[config.mk]
export PLATFORM = sky130hd
export DESIGN_NAME = sequence_mode_finder_core
export DESIGN_NICKNAME = d
export VERILOG_FILES = /design/src/sfm_pkg.sv /design/src/sfm_ram.sv /design/src/sfm_ctrl.sv /design/src/sfm_datapath.sv /design/src/sequence_mode_finder_core.sv
export SDC_FILE = /design/constraint.sdc
export NUM_CORES = 2
export LEC_CHECK = 0
export ABC_AREA = 1
export BUFFER_PORTS_ARGS = -buffer_cell sky130_fd_sc_hd__buf_2
export CAP_MARGIN = 0
export CORE_ASPECT_RATIO = 0.7
export CORE_UTILIZATION = 30
export CTS_BUF_LIST = sky130_fd_sc_hd__clkbuf_4 sky130_fd_sc_hd__clkbuf_8
export DETAILED_ROUTE_END_ITERATION = 10
export GPL_TIMING_DRIVEN = 0
export PLACE_DENSITY = 0.46
export RECOVER_POWER = 100
export REMOVE_ABC_BUFFERS = 1
export SLEW_MARGIN = 5
export SYNTH_ARGS = -nofsm -noshare
export SYNTH_HDL_FRONTEND = slang
export SYNTH_SLANG_ARGS = --single-unit
[constraint.sdc]
create_clock -name clock -period 6.39 [get_ports clock]
set_input_delay 1.278 -clock clock [delete_from_list [all_inputs] [get_ports clock]]
set_output_delay 1.278 -clock clock [all_outputs]
set_load 0.005 [all_outputs]
[src/sfm_pkg.sv]
package sfm_pkg;

   localparam int VALUE_W = 32;
   localparam int COUNT_W = 7;

   // input action codes
   localparam logic ACT_APPEND = 1'b0;
   localparam logic ACT_FINISH = 1'b1;

   // commands from the controller to the datapath
   typedef struct packed {
      logic append;
      logic start;
      logic rd_k;
      logic latch_k;
      logic scan;
      logic eval_best;
      logic next_k;
      logic reload_k;
      logic load_mode;
      logic load_empty;
   } cmd_type;

   // status from the datapath to the controller
   typedef struct packed {
      logic count_zero;
      logic j_last;
      logic k_zero;
      logic match;
      logic out_free;
   } status_type;

endpackage

[src/sfm_ram.sv]
module sfm_ram #(
   parameter int WIDTH = 32,
   parameter int DEPTH = 64
) (
   input  logic                     clock,
   input  logic                     wr_en,
   input  logic [$clog2(DEPTH)-1:0] wr_addr,
   input  logic [WIDTH-1:0]         wr_data,
   input  logic [$clog2(DEPTH)-1:0] rd_addr,
   output logic [WIDTH-1:0]         rd_data
);

   logic [WIDTH-1:0] mem_ff [DEPTH];
   logic [WIDTH-1:0] rd_data_ff;

   always_ff @(posedge clock) begin
      if (wr_en) begin
         mem_ff[wr_addr] <= wr_data;
      end
      rd_data_ff <= mem_ff[rd_addr];
   end

   assign rd_data = rd_data_ff;

endmodule

[src/sfm_ctrl.sv]
module sfm_ctrl
   import sfm_pkg::*;
(
   input  logic       clock,
   input  logic       reset,
   input  logic       req_valid,
   input  logic       req_action,
   output logic       req_stall,
   input  status_type status,
   output cmd_type    cmd
);

   typedef enum logic [2:0] {
      IDLE,
      EMPTY,
      RD_K,
      LATCH_K,
      SCAN,
      DRAIN,
      EVAL,
      EMIT
   } state_type;

   state_type state_ff, state_in;
   logic      pass_ff, pass_in;
   logic      accept;

   assign req_stall = (state_ff != IDLE);
   assign accept    = req_valid && !req_stall;

   always_comb begin
      state_in = state_ff;
      pass_in  = pass_ff;
      cmd      = '0;
      unique case (state_ff)
         IDLE: begin
            if (accept) begin
               if (req_action == ACT_APPEND) begin
                  cmd.append = 1'b1;
               end else begin
                  cmd.start = 1'b1;
                  pass_in   = 1'b0;
                  state_in  = status.count_zero ? EMPTY : RD_K;
               end
            end
         end
         EMPTY: begin
            if (status.out_free) begin
               cmd.load_empty = 1'b1;
               state_in       = IDLE;
            end
         end
         RD_K: begin
            cmd.rd_k = 1'b1;
            state_in = LATCH_K;
         end
         LATCH_K: begin
            cmd.latch_k = 1'b1;
            state_in    = SCAN;
         end
         SCAN: begin
            cmd.scan = 1'b1;
            if (status.j_last) begin
               state_in = DRAIN;
            end
         end
         DRAIN: begin
            state_in = EVAL;
         end
         EVAL: begin
            if (!pass_ff) begin
               cmd.eval_best = 1'b1;
               state_in      = RD_K;
               if (status.k_zero) begin
                  cmd.reload_k = 1'b1;
                  pass_in      = 1'b1;
               end else begin
                  cmd.next_k = 1'b1;
               end
            end else if (status.match) begin
               state_in = EMIT;
            end else if (status.k_zero) begin
               state_in = IDLE;
            end else begin
               cmd.next_k = 1'b1;
               state_in   = RD_K;
            end
         end
         EMIT: begin
            if (status.out_free) begin
               cmd.load_mode = 1'b1;
               if (status.k_zero) begin
                  state_in = IDLE;
               end else begin
                  cmd.next_k = 1'b1;
                  state_in   = RD_K;
               end
            end
         end
         default: begin
            state_in = IDLE;
         end
      endcase
   end

   always_ff @(posedge clock) begin
      if (reset) begin
         state_ff <= IDLE;
         pass_ff  <= 1'b0;
      end else begin
         state_ff <= state_in;
         pass_ff  <= pass_in;
      end
   end

`ifndef SYNTHESIS
   a_load_needs_slot: assert property (@(posedge clock) disable iff (reset)
      (cmd.load_mode || cmd.load_empty) |-> status.out_free)
      else $error("result loaded while output register busy");
`endif

endmodule

[src/sfm_datapath.sv]
module sfm_datapath
   import sfm_pkg::*;
#(
   parameter int MAX_ITEMS = 64
) (
   input  logic                      clock,
   input  logic                      reset,
   input  cmd_type                   cmd,
   output status_type                status,
   input  logic signed [VALUE_W-1:0] req_value,
   input  logic                      rsp_stall,
   output logic                      rsp_valid,
   output logic signed [VALUE_W-1:0] rsp_mode_value,
   output logic [COUNT_W-1:0]        rsp_mode_count,
   output logic                      rsp_is_last,
   output logic                      rsp_set_empty,
   output logic                      rsp_overflowed
);

   localparam int AW = $clog2(MAX_ITEMS);
   localparam int CW = $clog2(MAX_ITEMS + 1);

   logic [CW-1:0]      count_ff, n_ff, cnt_ff, best_ff, total_ff, emitted_ff;
   logic               ovf_ff, ovf_hold_ff, newest_ff;
   logic [AW-1:0]      k_ff, j_ff, cmp_idx_ff, rd_addr;
   logic               cmp_en_ff;
   logic [VALUE_W-1:0] vk_ff, rd_data;
   logic               wr_en, full, eq;

   logic                      rsp_valid_ff;
   logic signed [VALUE_W-1:0] rsp_mode_value_ff;
   logic [COUNT_W-1:0]        rsp_mode_count_ff;
   logic                      rsp_is_last_ff, rsp_set_empty_ff, rsp_overflowed_ff;

   assign full    = (count_ff >= CW'(MAX_ITEMS));
   assign wr_en   = cmd.append && !full;
   assign rd_addr = cmd.rd_k ? k_ff : j_ff;
   assign eq      = (rd_data == vk_ff);

   sfm_ram #(
      .WIDTH(VALUE_W),
      .DEPTH(MAX_ITEMS)
   ) u_store (
      .clock  (clock),
      .wr_en  (wr_en),
      .wr_addr(count_ff[AW-1:0]),
      .wr_data(req_value),
      .rd_addr(rd_addr),
      .rd_data(rd_data)
   );

   always_ff @(posedge clock) begin
      if (reset) begin
         count_ff     <= '0;
         ovf_ff       <= 1'b0;
         n_ff         <= '0;
         best_ff      <= '0;
         total_ff     <= '0;
         emitted_ff   <= '0;
         cmp_en_ff    <= 1'b0;
         rsp_valid_ff <= 1'b0;
      end else begin
         if (cmd.append) begin
            if (full) begin
               ovf_ff <= 1'b1;
            end else begin
               count_ff <= CW'(count_ff + 1'b1);
            end
         end
         if (cmd.start) begin
            n_ff       <= count_ff;
            best_ff    <= '0;
            total_ff   <= '0;
            emitted_ff <= '0;
            count_ff   <= '0;
            ovf_ff     <= 1'b0;
         end
         // best count over newest occurrences, and how many reach it
         if (cmd.eval_best && newest_ff) begin
            if (cnt_ff > best_ff) begin
               best_ff  <= cnt_ff;
               total_ff <= CW'(1);
            end else if (cnt_ff == best_ff) begin
               total_ff <= CW'(total_ff + 1'b1);
            end
         end
         if (cmd.load_mode) begin
            emitted_ff <= CW'(emitted_ff + 1'b1);
         end
         cmp_en_ff <= cmd.scan;
         if (cmd.load_mode || cmd.load_empty) begin
            rsp_valid_ff <= 1'b1;
         end else if (!rsp_stall) begin
            rsp_valid_ff <= 1'b0;
         end
      end
   end

   always_ff @(posedge clock) begin
      if (cmd.start) begin
         ovf_hold_ff <= ovf_ff;
         k_ff        <= AW'(count_ff - 1'b1);
      end else if (cmd.reload_k) begin
         k_ff <= AW'(n_ff - 1'b1);
      end else if (cmd.next_k) begin
         k_ff <= AW'(k_ff - 1'b1);
      end
      if (cmd.latch_k) begin
         vk_ff     <= rd_data;
         cnt_ff    <= '0;
         newest_ff <= 1'b1;
         j_ff      <= '0;
      end else begin
         if (cmd.scan) begin
            j_ff <= AW'(j_ff + 1'b1);
         end
         // compare the word read last cycle against the held entry
         if (cmp_en_ff && eq) begin
            cnt_ff <= CW'(cnt_ff + 1'b1);
            if (cmp_idx_ff > k_ff) begin
               newest_ff <= 1'b0;
            end
         end
      end
      cmp_idx_ff <= j_ff;
      if (cmd.load_mode) begin
         rsp_mode_value_ff <= vk_ff;
         rsp_mode_count_ff <= COUNT_W'(best_ff);
         rsp_is_last_ff    <= (CW'(emitted_ff + 1'b1) == total_ff);
         rsp_set_empty_ff  <= 1'b0;
         rsp_overflowed_ff <= ovf_hold_ff;
      end else if (cmd.load_empty) begin
         rsp_mode_value_ff <= '0;
         rsp_mode_count_ff <= '0;
         rsp_is_last_ff    <= 1'b1;
         rsp_set_empty_ff  <= 1'b1;
         rsp_overflowed_ff <= ovf_hold_ff;
      end
   end

   assign status.count_zero = (count_ff == '0);
   assign status.j_last     = (j_ff == AW'(n_ff - 1'b1));
   assign status.k_zero     = (k_ff == '0);
   assign status.match      = newest_ff && (cnt_ff == best_ff);
   assign status.out_free   = !rsp_valid_ff || !rsp_stall;

   assign rsp_valid      = rsp_valid_ff;
   assign rsp_mode_value = rsp_mode_value_ff;
   assign rsp_mode_count = rsp_mode_count_ff;
   assign rsp_is_last    = rsp_is_last_ff;
   assign rsp_set_empty  = rsp_set_empty_ff;
   assign rsp_overflowed = rsp_overflowed_ff;

`ifndef SYNTHESIS
   a_count_in_range: assert property (@(posedge clock) disable iff (reset)
      count_ff <= CW'(MAX_ITEMS))
      else $error("stored count beyond capacity");
   a_best_le_n: assert property (@(posedge clock) disable iff (reset)
      best_ff <= n_ff)
      else $error("best count exceeds scanned length");
   a_mode_nonzero: assert property (@(posedge clock) disable iff (reset)
      (rsp_valid_ff && !rsp_set_empty_ff) |-> (rsp_mode_count_ff != '0))
      else $error("mode result with zero count");
`endif

endmodule

[src/sequence_mode_finder_core.sv]
// append word: accepted without stalling the input, gives no result
// finish word: two passes over the n stored values, each entry read, latched and scanned
//   against all n (one store read port, one compare a cycle); the second pass emits results
// empty finish: single result loaded in the EMPTY state after accept; input stalled until it is loaded
// reset (synchronous, active high) clears the stored count, the overflow flag, the
//   controller and the output valid; the store contents are left as they are
module sequence_mode_finder_core
   import sfm_pkg::*;
#(
   parameter int MAX_ITEMS = 64
) (
   input  logic                      clock,
   input  logic                      reset,
   // request channel
   input  logic                      req_valid,
   output logic                      req_stall,
   input  logic                      req_action,
   input  logic signed [VALUE_W-1:0] req_value,
   // response channel
   output logic                      rsp_valid,
   input  logic                      rsp_stall,
   output logic signed [VALUE_W-1:0] rsp_mode_value,
   output logic [COUNT_W-1:0]        rsp_mode_count,
   output logic                      rsp_is_last,
   output logic                      rsp_set_empty,
   output logic                      rsp_overflowed
);

   // controller sequences the pairwise walk, datapath holds store and counters
   cmd_type    cmd;
   status_type status;

   // controller: idle, empty result, then per entry read, latch, scan, drain, evaluate, emit
   sfm_ctrl u_ctrl (
      .clock     (clock),
      .reset     (reset),
      .req_valid (req_valid),
      .req_action(req_action),
      .req_stall (req_stall),
      .status    (status),
      .cmd       (cmd)
   );

   // datapath: value store, occurrence counter, best and tie tally, output register
   sfm_datapath #(
      .MAX_ITEMS(MAX_ITEMS)
   ) u_datapath (
      .clock         (clock),
      .reset         (reset),
      .cmd           (cmd),
      .status        (status),
      .req_value     (req_value),
      .rsp_stall     (rsp_stall),
      .rsp_valid     (rsp_valid),
      .rsp_mode_value(rsp_mode_value),
      .rsp_mode_count(rsp_mode_count),
      .rsp_is_last   (rsp_is_last),
      .rsp_set_empty (rsp_set_empty),
      .rsp_overflowed(rsp_overflowed)
   );

endmodule
## Word level (Yosys, flattened, before mapping)

Memories as Yosys holds them, arrays and structs flattened. A register that Yosys moved wholly into a read port is not among the register bits.
Cells that the tools add are included.

| operators by class | value |
|---|---|
| add/subtract/negate cells | 8 |
| order comparisons | 3 |
| equal/unequal tests | 17 |
| mux-type cells | 59 |
| bitwise gates (word level) | 1 |
| reduce and logical (&&, ||, !) cells | 25 |

Operators by type and width:

| cell | count |
|---|---|
| 7-bit two-way mux | 11 |
| 32-bit two-way mux | 2 |
| 32-bit equality test | 1 |
| 7-bit by 1-bit adder with 7-bit output, second input constant | 4 |
| 1-bit two-way mux | 28 |
| 6-bit two-way mux | 4 |
| 3-bit case mux with 8 select lines | 1 |
| 3-bit two-way mux | 7 |
| 6-bit by 1-bit subtractor with 6-bit output, second input constant | 3 |
| 7-bit equality test | 2 |
| 3-bit equality test, second input constant | 4 |
| 2-bit two-way mux | 4 |
| 2-bit inequality test, second input constant | 4 |
| 7-bit greater-or-equal comparator, second input constant | 1 |
| 7-bit greater-than comparator | 1 |
| 7-bit logical NOT | 1 |
| 6-bit by 1-bit adder with 6-bit output, second input constant | 1 |
| 3-bit by 2-bit equality test with 1-bit output, second input constant | 2 |
| 6-bit equality test | 1 |
| 6-bit greater-than comparator | 1 |
| 6-bit logical NOT | 1 |
| 2-bit AND reduction | 3 |
| 2-bit nonzero test | 3 |
| 3-bit nonzero test | 2 |
| 11 further kinds | 21 |

| storage, ports and cells | value |
|---|---|
| bits in registers | 142 |
| RAM bits | 2048 |
| word-level logic and storage cells | 136 |
| memories | 1 |

Memories:

| memory | words | bits a word | read ports | clocked after Yosys merged registers in | write ports | line | text |
|---|---|---|---|---|---|---|---|
| u_datapath.u_store.mem_ff | 64 | 32 | 1 | 1 | 1 | sfm_ram.sv:13 | `logic [WIDTH-1:0] mem_ff [DEPTH];` |

## Logic depth before layout (Yosys ltp)

| depth | value |
|---|---|
| depth after elaboration | 9 |
| gate-level depth with buffers | 15 |

## Modules after synthesis

A second synthesis with hierarchy kept.

| unflattened totals | value |
|---|---|
| cell total of the unflattened synthesis | 7716 |
| area, all modules | 90145.2 µm² |

Modules (own cells, without submodules):

| module | times used | cells each | area an instance (µm²) | sequential area each (µm²) |
|---|---|---|---|---|
| sfm_ram | 1 | 6769 | 82738.1 | 62139.6 |
| sfm_datapath | 1 | 881 | 7016.7 | 3563.4 |
| sfm_ctrl | 1 | 66 | 390.4 | 80.1 |

## Worst setup path after synthesis

OpenSTA, ideal clock, no wires.

| timing | value |
|---|---|
| kind | input port to flip-flop |
| start | input req_valid |
| end | memory u_datapath.u_store.mem_ff[12][0] (enable) |
| setup time | 421 ps |
| data arrival time | 3568 ps |
| path slack | 2401 ps |
| stages on the path | 8 |
| path buffers | 0 |
| path through | inv_1 > nor2_1 > nand2_1 > nor2_2 > inv_1 > nor2_1 > nand3_1 > nor2_1 |

| between the ends | value |
|---|---|
| cells in the longest elaborated chain, start to end | 6 |

Ends and longest elaborated chain:

| what | line | text |
|---|---|---|
| from (decl) | sequence_mode_finder_core.sv:15 | `input logic req_valid,` |
| 1-bit logical AND | sfm_ctrl.sv:29 | `assign accept = req_valid && !req_stall;` |
| 2-bit two-way mux | sfm_ctrl.sv:37 | `if (accept) begin` |
| 2-bit two-way mux | sfm_ctrl.sv:35 | `unique case (state_ff)` |
| 1-bit logical AND | sfm_datapath.sv:36 | `assign wr_en = cmd.append && !full;` |
| 1-bit two-way mux | sfm_ram.sv:17 | `if (wr_en) begin` |
| 1-bit two-way mux (implied by the code) | sfm_ram.sv:18 | `mem_ff[wr_addr] <= wr_data;` |
| to (decl) | sfm_ram.sv:13 |  |

Every way passes these cells.

## Worst setup path in the final report

| timing | value |
|---|---|
| start | register u_ctrl.state_ff[1] |
| end | memory u_datapath.u_store.mem_ff[22][25] (enable) |

| between the ends | value |
|---|---|
| cells in the longest elaborated chain, start to end | 8 |

Ends and longest elaborated chain:

| what | line | text |
|---|---|---|
| from (decl) | sfm_ctrl.sv:24 | `state_type state_ff, state_in;` |
| from (signal assigned) | sfm_ctrl.sv:111 | `state_ff <= state_in;` |
| 3-bit nonzero test | sfm_ctrl.sv:28 | `assign req_stall = (state_ff != IDLE);` |
| 1-bit logical NOT | sfm_ctrl.sv:29 |  |
| 1-bit logical AND | sfm_ctrl.sv:29 |  |
| 2-bit two-way mux | sfm_ctrl.sv:37 |  |
| 2-bit two-way mux (*) | sfm_ctrl.sv:35 |  |
| 1-bit logical AND (*) | sfm_datapath.sv:36 |  |
| 1-bit two-way mux (*) | sfm_ram.sv:17 |  |
| 1-bit two-way mux (implied by the code) (*) | sfm_ram.sv:18 |  |

Mark *: on every way between the ends. The rest lies on a longest branch, timed or not.

==> flow_summary.json <==
{
  "status": "finished, violations left",
  "violations": "capacitance limit, slew limit",
  "cts_tree": "built",
  "yosysTopAreaCellShare": 0.666,
  "rsz0062_at_grt": "false",
  "cpMostUsedCell": "nor2_1",
  "syn_area_per_cell_sq_um": 10.6,
  "synth.area.top_cells": "edfxtp_1, nand3_1, nand2_1, inv_1, nand3b_1",
  "synthCells": 9029,
  "setup_ws_ns": 0.428,
  "async_flop_share": 0,
  "start_kind": "register",
  "crit_path_top_delay_cell": "clkbuf_1",
  "crit_fanout": 15,
  "worstReg2RegStart": "u_ctrl.state_ff[1]$_SDFFE_PP0P_",
  "synth_top_area_cell": "edfxtp_1",
  "overflow": 0,
  "via_per_inst": 4.76,
  "final_antenna_net_count": 0,
  "ys_top_cells_by_count": "nand2_1, edfxtp_1, nand3_1",
  "power_leakage_nw": 43.8,
  "gp_congestion": 0.805,
  "power_density_nw_per_um2": 450,
  "finalHoldViolCount": 0,
  "clk_path_buf_depth": 4,
  "vdd_drop_max_mv": 0.362,
  "wirelength_mm": 312,
  "cts_made_buffers": 346,
  "die_w_um": 678,
  "synth_most_common_cell": "nand2_1",
  "synth-seq-cells": 2222,
  "first_global_vias": 62003,
  "cts_resized": 0,
  "grt.total_usage": 0.189,
  "synth-edff-count": 2128,
  "dieHeight_um": 475,
  "port_buffers": 80,
  "via_count": 65368,
  "synthAdderAreaFrac": 0.00287,
  "io_pins": 81,
  "slew-limit-headroom": -1.35,
  "synth_cell_types": 43,
  "grt_first_pass_wirelength_mm": 447,
  "crit_start": "u_ctrl.state_ff[1]$_SDFFE_PP0P_",
  "clk_pin_slew_worst_paths_ns": 0.07,
  "fin_cells": 13736,
  "slowest_delay_ns": 1.09,
  "cts_max_level": 5,
  "hold_buffers": 0,
  "final_max_slew_viol_count": 3224,
  "cp.required_ns": 6.94,
  "nets": 9314,
  "cp.arrival_ns": 6.52,
  "fp-row-count": 173,
  "synth_top_family_by_area": "simple AND/OR/NAND/NOR gates",
  "setup_viol_count_final": 0,
  "drv_cap": 119,
  "drc": 0,
  "stdcell_area_sq_um": 110000,
  "min_path_type": "reg2reg",
  "postPlaceCellArea_sq_um": 106000,
  "power_mw": 49.6,
  "worst_clock_skew_ns": 0.0441,
  "wl_per_cell_um": 22.7,
  "fin_crit_ns": 5.96,
  "start_util": 0.302,
  "synth.area.mux_share": 0,
  "post-place-ws_ns": 0.713,
  "hpwl_mm": 197,
  "min_from": "u_datapath.j_ff[5]$_SDFFE_PN0P_",
  "crit_type": "reg2reg",
  "grt_max_degree": 92,
  "yosys.area_share.xor_xnor": 0.00457,
  "drt_first_iter_violations": 6815,
  "synth_compound_gate_area_share": 0.00647,
  "grt_antenna_before_repair": 29,
  "ys_dominant_reg_cell": "edfxtp_1",
  "root_buffer": "clkbuf_8",
  "postCtsSetupRepairBufs": 0,
  "yosysSeqAreaShare": 0.686,
  "insertion_delay_ns": 0.98,
  "clock_sinks": 2222,
  "drt_pass1_iterations": 8,
  "syn_to_final_growth_pct": 14.9,
  "yosysWarnings": 0,
  "worstSetupEndpointType": "register",
  "dpl.cell_count": 13104,
  "fmax_ghz": 0.168,
  "dieArea_sq_um": 322000,
  "synthSimpleGateAreaFrac": 0.218,
  "hold_slack_ns": 0.417,
  "crit_chain": "nor2_1 -> nand2_1 -> nor2_1 -> nand2_1 -> nor2_1 -> inv_1 -> nor2_1 -> nand2_1 -> nor2_1 -> clkbuf_1 -> clkbuf_1",
  "syn_area_sq_um": 95900,
  "drive_above_1_share": 0.0812,
  "period_share": 0.933,
  "coreArea_sq_um": 318000,
  "worstMarginPinSlew_ns": 3.53
}
## sequential cells by signal, indices dropped and copies added (netlist names)
name	flops
u_datapath.rsp_overflowed	1
u_datapath.n_ff	6
u_datapath.u_store.mem_ff	2048
u_datapath.emitted_ff	7
u_datapath.best_ff	7
u_ctrl.pass_ff	1
u_datapath.ovf_hold_ff	1
u_datapath.count_ff	7
u_datapath.total_ff	7
u_datapath.ovf_ff	1
u_datapath.rsp_valid	1
u_datapath.rsp_is_last	1
u_datapath.rsp_mode_count	7
u_datapath.cmp_idx_ff	6
u_ctrl.state_ff	3
u_datapath.k_ff	6
u_datapath.vk_ff	32
u_datapath.u_store.rd_data	32
u_datapath.rsp_set_empty	1
u_datapath.cnt_ff	7
u_datapath.newest_ff	1
u_datapath.j_ff	6
u_datapath.cmp_en_ff	1
u_datapath.rsp_mode_value	32
## worst max-delay path, delay by kind of cell (launching register included)
kind	cells	cell delay, ns
flops	1	0.42
simple gates	8	2.83
buf+inv	3	2.27
## cell type report
cell class | instances | area, sq um
Clock buffer | 489 | 5990
Multi-Input combinational cell | 4782 | 22300
Inverter | 1531 | 5770
Timing Repair Buffer | 372 | 4490
Clock inverter | 129 | 628
Sequential cell | 2222 | 65800
Antenna cell | 11 | 27.5
Tap cell | 4200 | 5260
Fill cell | 31578 | 208000
## report_power, final
part / internal (mW) / switching, mW
registers: 16.4 / 0.274
clock network: 6.11 / 5.80
logic: 6.71 / 14.3
## routing by layer
layer / track usage / vias up / wire length [um]
met5: 0 / - / 46
met4: 0.0503 / 6 / 8590
met1: 0.276 / 32224 / 145000
met3: 0.0328 / 520 / 22700
li1: - / 30422 / -
met2: 0.290 / 2196 / 136000
## placed cells by master (no fill, tap or decap), types with 16 or more instances in the layout
cell and count:
clkinv_2 38, inv_1 1524, clkbuf_4 121, a21oi_1 49, buf_8 16, ha_1 22, nand2_1 2162, clkbuf_1 190
xor2_1 37, or2_2 36, buf_12 71, clkbuf_8 370, nand3_1 1904, nor2_1 175, dfxtp_1 94, nand3b_1 290
buf_16 69, o21ai_0 35, edfxtp_1 2128, clkinv_1 80, nor3_1 17
## through the flow
stage,util,setup TNS (ns)
after CTS,0.356,0
after global placement,0.313,-5083.38
final,0.347,0
after global routing,0.347,0
after floorplan,-,-885.71
after detailed placement,0.335,0
## cell families (layout without fill, tap and decap cells)
group / count (synthesis) / count (layout)
fa+ha+maj: 22 / 22
xor+xnor: 50 / 50
simple gates: 4600 / 4600
buf+inv: 2025 / 2521
compound gates: 110 / 110
other cells: 0 / 11
flops: 2222 / 2222
## worst paths after layout
kind,endpoint,slack [ns],cells past startpoint
worst max-delay path,u_datapath.u_store.mem_ff[22][25]$_DFFE_PP_,0.43,11
worst min-delay path,u_datapath.cmp_idx_ff[5]$_DFF_P_,0.42,0
worst max register to register,u_datapath.u_store.mem_ff[22][25]$_DFFE_PP_,0.43,11
worst min register to register,u_datapath.cmp_idx_ff[5]$_DFF_P_,0.42,0
Note: power is estimated with default switching activity, not from simulation.
